## config.mk

```make
export PLATFORM = sky130hd
export DESIGN_NAME = evsm_mul
export DESIGN_NICKNAME = d
export VERILOG_FILES = /design/src/hdl/evsm_pkg.sv /design/src/hdl/evsm_mul.sv
export SDC_FILE = /design/constraint.sdc
export NUM_CORES = 1
export LEC_CHECK = 0
export ABC_CLOCK_PERIOD_IN_PS = 6800
export BUFFER_PORTS_ARGS = -buffer_cell sky130_fd_sc_hd__buf_4
export CORE_UTILIZATION = 45
export CTS_BUF_LIST = sky130_fd_sc_hd__clkbuf_4 sky130_fd_sc_hd__clkbuf_8
export DETAILED_ROUTE_END_ITERATION = 12
export PLACE_DENSITY_LB_ADDON = 0.1
export SKIP_CTS_REPAIR_TIMING = 1
export SYNTH_ARGS = -nofsm -noshare
export SYNTH_HDL_FRONTEND = slang
export SYNTH_SLANG_ARGS = --single-unit
export TNS_END_PERCENT = 30
```

## constraint.sdc

```tcl
create_clock -name clk -period 6.8 [get_ports clk]
set_input_delay 2.04 -clock clk [delete_from_list [all_inputs] [get_ports clk]]
set_output_delay 2.04 -clock clk [all_outputs]
set_load 0.01 [all_outputs]
```

## src/hdl/evsm_pkg.sv

```systemverilog
// Types and constants of the eight voice sample mixer.
// No dependencies.
package evsm_pkg;

    typedef enum logic [1:0] {
        CMD_LOAD  = 2'd0,
        CMD_START = 2'd1,
        CMD_MIX   = 2'd2,
        CMD_NOP   = 2'd3
    } cmd_e;

    typedef enum logic [13:0] {
        S_IDLE    = 14'b00000000000001,
        S_ST_STOP = 14'b00000000000010,
        S_ST_SCAN = 14'b00000000000100,
        S_ST_MV   = 14'b00000000001000,
        S_ST_VOL  = 14'b00000000010000,
        S_ST_L1   = 14'b00000000100000,
        S_ST_L2   = 14'b00000001000000,
        S_ST_LV   = 14'b00000010000000,
        S_MX_RD   = 14'b00000100000000,
        S_MX_WAIT = 14'b00001000000000,
        S_MX_MUL  = 14'b00010000000000,
        S_MX_D1   = 14'b00100000000000,
        S_MX_D2   = 14'b01000000000000,
        S_OUT     = 14'b10000000000000
    } state_t;

    localparam int MUL_A_W = 15;
    localparam int MUL_B_W = 9;
    localparam int MUL_P_W = MUL_A_W + MUL_B_W;

    localparam logic [15:0] HANDLE_BASE = 16'd100;
    localparam logic [7:0]  SILENCE     = 8'd128;
    localparam logic [6:0]  LEVEL_MAX   = 7'd127;
    localparam logic [4:0]  MASTER_RESET = 5'd31;

    typedef struct packed {
        logic [MUL_A_W-1:0] a;
        logic [MUL_B_W-1:0] b;
    } mul_req_t;

endpackage

```

## src/hdl/evsm_mul.sv

```systemverilog
// Shared registered multiplier of the mixer sequencer.
// Uses evsm_pkg.
module evsm_mul (
    input  logic                        clk,
    input  evsm_pkg::mul_req_t          req,
    output logic [evsm_pkg::MUL_P_W-1:0] prod
);

    logic [evsm_pkg::MUL_P_W-1:0] prod_reg;

    always_ff @(posedge clk)
    begin
        prod_reg <= evsm_pkg::MUL_P_W'(req.a) * evsm_pkg::MUL_P_W'(req.b);
    end

    assign prod = prod_reg;

endmodule

```

Word-level counts from Yosys, hierarchy flattened --
Cells that the tools add are included.
Storage, ports and cells: word-level logic and storage cells 2, output and inout bits 24, register bits 24, bits of input ports 25
Cells by class: $mul 1
Operators by type and width (count):
- 15-bit by 9-bit multiplier with 24-bit output | 1

Longest topological paths before layout --
Gate-level depths: netlist of run 1.
depth in word-level cells 1, gate-level depth with buffers 17, depth with buffers taken out 16

Least setup slack after synthesis of run 1 --
No wires, ideal clock.
path type input-to-reg, start input port req[0] (netlist bit), end register prod_reg (netlist bit prod[21]), data required time 6.728 ns, buffers on the path 2, data arrival time 5.961 ns, setup time 0.072 ns, stages 16, setup slack 0.767 ns, cell sequence clkbuf_1 -> nand2_1 -> fa_1 -> inv_1 -> fa_1 -> fa_1 -> inv_1 -> fa_1 -> inv_1 -> ha_1 -> clkbuf_1 -> a21o_1 -> and3_4 -> a211o_1 -> a221oi_2 -> xnor2_1
On the way: cells in the longest elaborated chain, start to end 1
Ends and longest elaborated chain:
- start, declared | RTL line evsm_mul.sv:5 | input evsm_pkg::mul_req_t req,
- 15-bit by 9-bit multiplier with 24-bit output | RTL line evsm_mul.sv:13 | prod_reg <= evsm_pkg::MUL_P_W'(req.a) * evsm_pkg::MUL_P_W'(req.b);
- end signal, assigned | RTL line evsm_mul.sv:13
- end, declared | RTL line evsm_mul.sv:9 | logic [evsm_pkg::MUL_P_W-1:0] prod_reg;
Every way passes these cells.

Worst setup path in the final report of run 1 --
start input port req[0] (netlist bit), end register prod_reg (netlist bit prod[20])
Same word-level chain as after synthesis.

==> results by group, run 1 <==
Critical path
  • Arrival time at the worst endpoint: 6.11 ns
  • CP endpoint kind: register
  • Largest fanout on the critical path: 15
  • Kind of critical path: primary input to register
  • CP Launch Type: primary input
  • Critical path data required time: 6.97 ns

Logic synthesis
  • Proportion of register bits with asynchronous set or reset after synthesis: 0
  • Synthesized flop and latch total: 24
  • Fraction of post-synthesis cell area in the top cell type by area: 0.373
  • Primary flip-flop cell chosen by synthesis mapping: dfxtp_1
  • Cell type with the highest aggregate area in the netlist: fa_1
  • Nets in the synthesized netlist: 728
  • Sequential area share after synthesis: 0.0974
  • Yosys cell types: 46
  • Yosys Warn Count: 0
  • Synthesized instance count: 567
  • Cell area after synthesis: 4930 sq um
  • Top post-synthesis cells by area: fa_1 37%, ha_1 11%, dfxtp_1 9.7%, inv_1 9.3%, and2_1 8.6%
  • Number of enable flip-flop cells after synthesis: 0
  • Mapped Avg Cell Area: 8.70 sq um

Clock network
  • Clock root buffer master: clkbuf_8
  • Count of clock tree sinks: 24
  • Clock tree from TritonCTS: done
  • Number of levels in the clock H-tree: 1
  • Clock edge transition at the registers on the reported setup and hold paths: 0.08 ns
  • Maximum clock path buffer count: 2
  • TritonCTS Buffers: 3

Worst hold path
  • Worst Hold End: prod[0]
  • Hold-critical path depth: 2
  • Start point of the worst hold path: req[9]
  • Worst hold path class: primary input to register

GRT
  • Highest-utilization routing layer at the global route stage: met2
  • Number of global-route vias before repair: 4083
  • Global Route met2 Usage: 0.407
  • Pin count of the biggest net entering global routing: 16
  • Global routing usage on met1: 0.244
  • Met3 Track Usage GR: 0.0219
  • Number of antenna violations at the first check in global routing: 0
  • Wire length of the first global-routing pass: 18.6 mm
  • Aggregate global routing overflow: 0
  • Overall fraction of global-route tracks in use: 0.206

Finish
  • Relative area change from synthesis to final layout: 10.3%
  • Flip-flop count of the largest register, all copies and words added: 24
  • Final net count: 761
  • Diodes inserted: 0
  • Share of layout cells above drive strength 1: 0.107

Pwr
  • Power per cell area: 388 nW/um^2
  • Max VDD drop: 0.259 mV
  • Pleak: 2.85 nW
  • Post-layout power: 2.11 mW

Floorplanning
  • Number of ports placed on the die boundary: 49
  • Overall die width: 107 um
  • Die height: 107 um
  • Floorplan core area: 10500 sq um
  • Initial standard-cell utilization of the core: 0.472
  • Total die area: 11400 sq um
  • Cell Rows: 37

Placed design
  • Dpl hpwl: 8.94 mm
  • Routability congestion estimate: 0.879
  • Number of port buffers: 48
  • DP Worst Slack: 0.607 ns

STA
  • RSZ-0062 raised after global routing: false
  • Slew @ Worst Pin: 0.478 ns
  • Summed negative setup slack over all endpoints: 0 ns
  • Final hold violation count: 0
  • Upper clock frequency limit: 0.168 GHz
  • Final worst setup slack: 0.860 ns
  • Max-slew violation count: 0
  • Share of the clock period used by the worst path after layout: 0.874
  • Number of endpoints failing setup at the final stage: 0
  • Slew Limit Headroom: 0.681
  • Clock period minus final worst setup slack: 5.94 ns

Drt
  • Routed vias/inst: 5.17
  • Total DRC errors in the routed layout: 0
  • Number of iterations in the first detailed-routing pass: 4
  • Number of vias in the routed layout: 3797
  • WL final: 10.4 mm
  • DRT antenna net count: 0
  • Number of design-rule violations left by the first detailed-router iteration: 124
  • Avg WL per Cell: 14.1 um

Flow run
  • Maximum Capacitance Violations: 0

Run status
  • Result of the run: finished clean
[power breakdown]
group | total [mW] | internal [mW] | switching (mW)
Clock | 0.124 | 0.0787 | 0.0456
Sequential | 0.242 | 0.225 | 0.0165
Combinational | 1.75 | 0.743 | 1.01
Total | 2.11 | 1.05 | 1.07
[per-stage QoR]
| step | hold slack [ns] | std cells | util | area, sq um |
|---|---|---|---|---|
| 4_1_cts | 2.06 | 735 | 0.520 | 5450 |
| 6_report | 2.07 | 735 | 0.520 | 5450 |
| 3_3_place_gp | 2.35 | 731 | 0.514 | 5370 |
| 3_5_place_dp | 2.35 | 731 | 0.514 | 5370 |
| 5_1_grt | 2.07 | 735 | 0.520 | 5450 |
| 2_1_floorplan | 2.16 | 567 | - | 4930 |
[cell families after synthesis]
kind of cell    Yosys count  synth area share
compound gates           60            0.0847
flops                    24            0.0974
simple gates            189             0.193
buf+inv                 142             0.111
fa+ha+maj               136             0.485
xor+xnor                 15            0.0266
mux                       1           0.00228
[routing by layer]
layer	part of all wire	vias up
met5	0	-
met4	0.0082	0
met3	0.026	8
met2	0.55	64
met1	0.41	1925
li1	-	1800
[worst max-delay path, cell delays in order]
cell	delay (ns)
buf_4	0.19
nand2_1	0.11
fa_1	0.54
inv_1	0.05
fa_1	0.48
fa_1	0.55
inv_1	0.05
fa_1	0.47
inv_1	0.04
ha_1	0.39
o211ai_1	0.12
a21oi_1	0.40
o211ai_1	0.22
and3_1	0.20
a2111oi_2	0.26
[cell type report]
| class | instances | area [sq um] |
|---|---|---|
| fillers | 1029 | 5020 |
| clock inverters | 1 | 30.0 |
| inverters | 122 | 458 |
| repair buffers | 48 | 360 |
| multi-input cells | 401 | 3910 |
| clock buffers | 3 | 41.3 |
| well taps | 136 | 170 |
| flip-flops and latches | 24 | 480 |
[cells in the mapped netlist, types with 2 or more instances]
library cell	instances
a21oi_1	20
a211oi_1	3
o21ai_0	6
and2_1	68
xor2_1	5
and3_1	4
nor3_1	5
dfxtp_1	24
clkbuf_1	17
a31oi_1	2
inv_1	122
nand2b_1	2
xnor2_1	10
a21o_1	5
fa_1	92
o211ai_1	6
nand2_1	83
o21a_1	2
nor2_1	12
ha_1	44
a41oi_1	2
o2111ai_1	2
buf_6	2
and4_2	2
nand3_1	6
[worst max-delay path by stage]
stage                     startpoint        to  slack (ns)  cells after the start
after floorplan               req[0]  prod[21]        0.77                     16
after global placement        req[0]  prod[20]        0.65                     15
after detailed placement      req[0]  prod[20]        0.61                     15
after CTS                     req[0]  prod[20]        0.88                     15
after global routing          req[0]  prod[20]        0.57                     15
final                         req[0]  prod[20]        0.86                     15
[cell usage in the layout, fill, tap and decap left out, drive strengths merged, types with 2 or more instances in the layout]
cell,instances
and2,68
o21a,2
buf,48
o21ai,6
a31oi,2
clkbuf,3
xnor2,10
o2111ai,2
nor2,12
o21bai,2
and4,3
o211ai,6
nor3,5
nand3,6
a21oi,20
xor2,5
nand2b,2
dfxtp,24
and3,6
a21o,5
a211oi,4
a41oi,2
inv,122
nand2,83
ha,44
fa,92
Note: power is estimated with default switching activity, not from simulation.
==> inputs of run 2 (changes only) <==
--- a/config.mk
+++ b/config.mk
@@ -5,7 +5,7 @@
 export SDC_FILE = /design/constraint.sdc
 export NUM_CORES = 1
 export LEC_CHECK = 0
-export ABC_CLOCK_PERIOD_IN_PS = 6800
+export ABC_CLOCK_PERIOD_IN_PS = 6260
 export BUFFER_PORTS_ARGS = -buffer_cell sky130_fd_sc_hd__buf_4
 export CORE_UTILIZATION = 45
 export CTS_BUF_LIST = sky130_fd_sc_hd__clkbuf_4 sky130_fd_sc_hd__clkbuf_8
@@ -15,4 +15,3 @@
 export SYNTH_ARGS = -nofsm -noshare
 export SYNTH_HDL_FRONTEND = slang
 export SYNTH_SLANG_ARGS = --single-unit
-export TNS_END_PERCENT = 30
==> constraint.sdc (replaced) <==
create_clock -name clk -period 6.26 [get_ports clk]
set_input_delay 1.878 -clock clk [delete_from_list [all_inputs] [get_ports clk]]
set_output_delay 1.878 -clock clk [all_outputs]
set_load 0.01 [all_outputs]
==> results by group, run 2 (same netlist as run 1, synthesis figures left out) <==
Run status
  • Result of the run: finished clean

Drt
  • Number of design-rule violations left by the first detailed-router iteration: 162
  • DRT antenna net count: 0
  • Avg WL per Cell: 14.1 um
  • Number of vias in the routed layout: 3806
  • WL final: 10.4 mm
  • Routed vias/inst: 5.17
  • Total DRC errors in the routed layout: 0
  • Number of iterations in the first detailed-routing pass: 4

Clock network
  • Count of clock tree sinks: 24
  • Clock edge transition at the registers on the reported setup and hold paths: 0.08 ns
  • Clock root buffer master: clkbuf_8
  • Maximum clock path buffer count: 2
  • TritonCTS Buffers: 3
  • Number of levels in the clock H-tree: 1
  • Clock tree from TritonCTS: done

Critical path
  • Critical path data required time: 6.43 ns
  • Buffers & Inverters on Critical Path: 2
  • Critical-path cell list: buf_4, nand2_1, fa_1, fa_1, fa_1, fa_1, inv_1, ha_1, o21ai_0, o21bai_2, or4_1, o32a_1, o311ai_1
  • Crit path max-delay cell type: fa_1
  • CP Launch Type: primary input
  • Levels on crit path: 13
  • CP max stage delay: 0.57 ns
  • Largest delay share family, worst path: adder cells
  • Cell with the most instances on the worst path: fa_1
  • Arrival time at the worst endpoint: 5.92 ns
  • CP endpoint kind: register
  • Largest fanout on the critical path: 15
  • Kind of critical path: primary input to register

STA
  • Summed negative setup slack over all endpoints: 0 ns
  • Worst hold margin: 1.91 ns
  • Slew Limit Headroom: 0.678
  • Final worst setup slack: 0.513 ns
  • Slew @ Worst Pin: 0.479 ns
  • Final hold violation count: 0
  • RSZ-0062 raised after global routing: false
  • Upper clock frequency limit: 0.174 GHz
  • Max-slew violation count: 0
  • Number of endpoints failing setup at the final stage: 0
  • Share of the clock period used by the worst path after layout: 0.918
  • Clock period minus final worst setup slack: 5.75 ns

Finish
  • Fill cell instance count of the final layout: 1037
  • Final standard cell area without fillers: 5450 sq um
  • Area taken by multi-input logic gates: 3910 sq um
  • Highest-count cells in the layout ignoring fill and taps: 122 x inv_1, 92 x fa_1, 83 x nand2_1
  • Final Non-Filler Cells: 736
  • Commonest non-fill, non-tap cell in the layout: inv_1
  • Final net count: 762
  • FF+latch area: 480 sq um
  • Relative area change from synthesis to final layout: 10.5%
  • Share of layout cells above drive strength 1: 0.108
  • Flip-flop count of the largest register, all copies and words added: 24
  • Diodes inserted: 0

Placed design
  • DP Worst Slack: 0.236 ns
  • Dpl hpwl: 8.90 mm
  • Routability congestion estimate: 0.873
  • Number of port buffers: 48
  • Number of cells in the design after placement: 732
  • Area post-placement: 5380 sq um

Floorplanning
  • Total die area: 11400 sq um
  • Floorplan core area: 10500 sq um
  • Initial standard-cell utilization of the core: 0.472
  • Cell Rows: 37
  • Overall die width: 107 um
  • Die height: 107 um
  • Number of ports placed on the die boundary: 49

GRT
  • Overall fraction of global-route tracks in use: 0.206
  • Wire length of the first global-routing pass: 18.6 mm
  • Number of global-route vias before repair: 4109
  • Number of antenna violations at the first check in global routing: 0
  • Pin count of the biggest net entering global routing: 16
  • Aggregate global routing overflow: 0

Worst hold path
  • Worst hold path class: primary input to register
  • Hold-critical path depth: 2

Pwr
  • Max VDD drop: 0.242 mV
  • Power per cell area: 422 nW/um^2
  • Pleak: 2.85 nW

Flow run
  • Maximum Capacitance Violations: 0
==> run 2: cell types whose count changed in the layout (fill, tap and decap cells not counted), sizes merged <==
| cell | before | now |
|---|---|---|
| buf | 48 | 49 |
==> run 2: layout make-up <==
cell class / instances / share of cell area
inverters: 122 / 0.0840
flip-flops and latches: 24 / 0.0881
multi-input cells: 401 / 0.716
clock inverters: 1 / 0.00551
repair buffers: 49 / 0.0675
clock buffers: 3 / 0.00757
well taps: 136 / 0.0312
==> run 2: metrics by stage <==
stage | utilization | power, mW
global route | 0.521 | 2.60
finish | 0.521 | 2.30
CTS | 0.521 | 2.33
global placement | 0.514 | 2.17
detailed placement | 0.514 | 2.19
floorplan | - | 1.72
==> run 2: path summary, 6_finish.rpt <==
path,startpoint,to,slack (ns)
setup / recovery,req[5],prod[23],0.51
hold / removal,req[9],prod[0],1.91
==> run 2: per-layer routing <==
layer	up-vias	track usage	part of all wire
li1	1804	-	-
met5	-	0	0
met2	77	0.397	0.54
met1	1911	0.243	0.40
met4	0	0.0401	0.018
met3	14	0.0243	0.036
==> run 2: where the power goes <==
part | switching, mW | total (mW) | internal (mW)
Clock | 0.0484 | 0.134 | 0.0854
Combinational | 1.09 | 1.90 | 0.812
Sequential | 0.0180 | 0.262 | 0.245
==> inputs of run 3 (changes only) <==
--- a/config.mk
+++ b/config.mk
@@ -5,6 +5,7 @@
 export SDC_FILE = /design/constraint.sdc
 export NUM_CORES = 1
 export LEC_CHECK = 0
+export ABC_AREA = 1
 export ABC_CLOCK_PERIOD_IN_PS = 6260
 export BUFFER_PORTS_ARGS = -buffer_cell sky130_fd_sc_hd__buf_4
 export CORE_UTILIZATION = 45
==> results by group, run 3 <==
Logic synthesis
  • Synthesized instance count: 709
  • Proportion of register bits with asynchronous set or reset after synthesis: 0
  • Cell with the most instances after synthesis: nand2_1
  • Mapped Avg Cell Area: 7.18 sq um
  • Synthesized flop and latch total: 24
  • Yosys cell types: 23
  • Sequential area share after synthesis: 0.0943
  • Primary flip-flop cell chosen by synthesis mapping: dfxtp_1
  • Top post-synthesis cells by area: fa_1 36%, nand2_1 17%, inv_1 16%, ha_1 11%, dfxtp_1 9.4%
  • Most frequent cells after synthesis: 224 x nand2_1, 219 x inv_1, 92 x fa_1
  • Cell area after synthesis: 5090 sq um
  • Fraction of post-synthesis cell area in the top cell type by area: 0.362
  • Number of enable flip-flop cells after synthesis: 0
  • Yosys Warn Count: 0
  • Nets in the synthesized netlist: 870
  • Cell type with the highest aggregate area in the netlist: fa_1

Critical path
  • Largest delay share family, worst path: adder cells
  • CP Launch Type: primary input
  • Critical-path cell list: buf_4, nand2_1, fa_1, inv_1, fa_1, fa_1, inv_1, fa_1, inv_1, ha_1, nand2_2, inv_1, a21oi_1, nand3_1, nand2_1, nand2_1, nand2_1, nand2_1
  • CP max stage delay: 0.54 ns
  • Kind of critical path: primary input to register
  • CP endpoint kind: register
  • Origin of the worst setup path: req[0]
  • Buffers & Inverters on Critical Path: 5
  • Largest fanout on the critical path: 15
  • Arrival time at the worst endpoint: 5.57 ns
  • Critical path data required time: 6.43 ns
  • Cell with the most instances on the worst path: nand2_1
  • Crit path max-delay cell type: fa_1

STA
  • Summed negative setup slack over all endpoints: 0 ns
  • RSZ-0062 raised after global routing: false
  • Upper clock frequency limit: 0.185 GHz
  • Final hold violation count: 0
  • Slew Limit Headroom: 0.812
  • Share of the clock period used by the worst path after layout: 0.863
  • Number of endpoints failing setup at the final stage: 0
  • Slew @ Worst Pin: 0.279 ns
  • Clock period minus final worst setup slack: 5.40 ns
  • Max-slew violation count: 0
  • Final worst setup slack: 0.856 ns

Drt
  • Number of vias in the routed layout: 4101
  • DRT antenna net count: 0
  • Total DRC errors in the routed layout: 0
  • Avg WL per Cell: 12.1 um
  • Number of iterations in the first detailed-routing pass: 4
  • Number of design-rule violations left by the first detailed-router iteration: 164
  • WL final: 10.6 mm
  • Routed vias/inst: 4.68

Finish
  • Area taken by multi-input logic gates: 3700 sq um
  • Final standard cell area without fillers: 5590 sq um
  • Fill cell instance count of the final layout: 1132
  • Diodes inserted: 0
  • Share of layout cells above drive strength 1: 0.0896
  • FF+latch area: 480 sq um
  • Highest-count cells in the layout ignoring fill and taps: 224 x nand2_1, 219 x inv_1, 92 x fa_1
  • Final net count: 899
  • Relative area change from synthesis to final layout: 9.83%
  • Commonest non-fill, non-tap cell in the layout: nand2_1
  • Flip-flop count of the largest register, all copies and words added: 24

Floorplanning
  • Overall die width: 108 um
  • Number of ports placed on the die boundary: 49
  • Floorplan core area: 10900 sq um
  • Total die area: 11700 sq um
  • Die height: 108 um
  • Initial standard-cell utilization of the core: 0.466
  • Cell Rows: 38

Clock network
  • Count of clock tree sinks: 24
  • Clock root buffer master: clkbuf_8
  • TritonCTS Buffers: 3
  • Clock tree from TritonCTS: done
  • Number of levels in the clock H-tree: 1
  • Maximum clock path buffer count: 2
  • Clock edge transition at the registers on the reported setup and hold paths: 0.09 ns

Pwr
  • Power per cell area: 394 nW/um^2
  • Max VDD drop: 0.192 mV
  • Pleak: 3.58 nW

Run status
  • Result of the run: finished clean

Worst hold path
  • Start point of the worst hold path: req[9]
  • Worst hold path class: primary input to register

Flow run
  • Maximum Capacitance Violations: 0

GRT
  • Highest-utilization routing layer at the global route stage: met2
  • Number of antenna violations at the first check in global routing: 0
  • Pin count of the biggest net entering global routing: 16
  • Aggregate global routing overflow: 0
  • Global Route met2 Usage: 0.416
  • Global routing usage on met1: 0.252
  • Number of global-route vias before repair: 4280
  • Wire length of the first global-routing pass: 19.3 mm
  • Overall fraction of global-route tracks in use: 0.208
  • Met3 Track Usage GR: 0.0163

Placed design
  • Number of port buffers: 48
  • Routability congestion estimate: 0.841
  • DP Worst Slack: 0.604 ns
  • Dpl hpwl: 9.10 mm
  • Area post-placement: 5540 sq um
[run 3: cell count changes after synthesis, moves of 5 or more]
cell | before | now
nand2_1 | 83 | 224
inv_1 | 122 | 219
and2_1 | 68 | 1
nand3_1 | 6 | 17
clkbuf_1 | 17 | 24
xnor2_1 | 10 | 3
nand2_2 | 0 | 6
o211ai_1 | 6 | 0
a21o_1 | 5 | 0
a21oi_1 | 20 | 15
[run 3: tightest hold or removal path, delay by kind of cell]
kind / cells / cell delay, ns
buffers and inverters: 2 / 0.18
AND/OR/NAND/NOR: 1 / 0.07
[run 3: worst paths after layout]
check	to	slack, ns	depth (start not counted)
setup / recovery	prod[21]	0.86	18
hold / removal	prod[0]	1.89	3
[run 3: logic make-up (layout without fill, tap and decap cells)]
| family | after synthesis | count (layout) | share of synthesized area |
|---|---|---|---|
| xor gates and xnor gates | 10 | 10 | 0.0172 |
| DFF | 24 | 24 | 0.0943 |
| AOI/OAI and AO/OA | 20 | 20 | 0.0206 |
| buffers and inverters | 244 | 272 | 0.180 |
| and+or+nand+nor | 275 | 275 | 0.218 |
| adders and majority gates | 136 | 136 | 0.470 |
[run 3: cell type report]
type | count | share of cell area
Inverter | 220 | 0.148
Multi-Input combinational cell | 441 | 0.661
Tap cell | 140 | 0.0313
Clock buffer | 4 | 0.00984
Timing Repair Buffer | 48 | 0.0644
Sequential cell | 24 | 0.0859
[run 3: routing by layer]
layer  vias to the layer above  wire, um
met5                         -         0
met3                         4       259
met4                         0        30
met1                      1996      4600
met2                        68      5720
li1                       2033         -
[run 3: power breakdown]
group / internal [mW] / total (mW) / switching (mW)
registers: 0.244 / 0.264 / 0.0203
logic: 0.715 / 1.84 / 1.12
clock network: 0.0562 / 0.106 / 0.0499
[run 3: per-stage QoR]
step | std cells | utilization | power (mW) | hold WS (ns)
global route | 877 | 0.512 | 2.55 | 1.90
global placement | 873 | 0.507 | 2.12 | 2.17
floorplan | 709 | - | 1.64 | 1.97
CTS | 877 | 0.512 | 2.24 | 1.88
detailed placement | 873 | 0.507 | 2.13 | 2.17
finish | 877 | 0.512 | 2.21 | 1.89
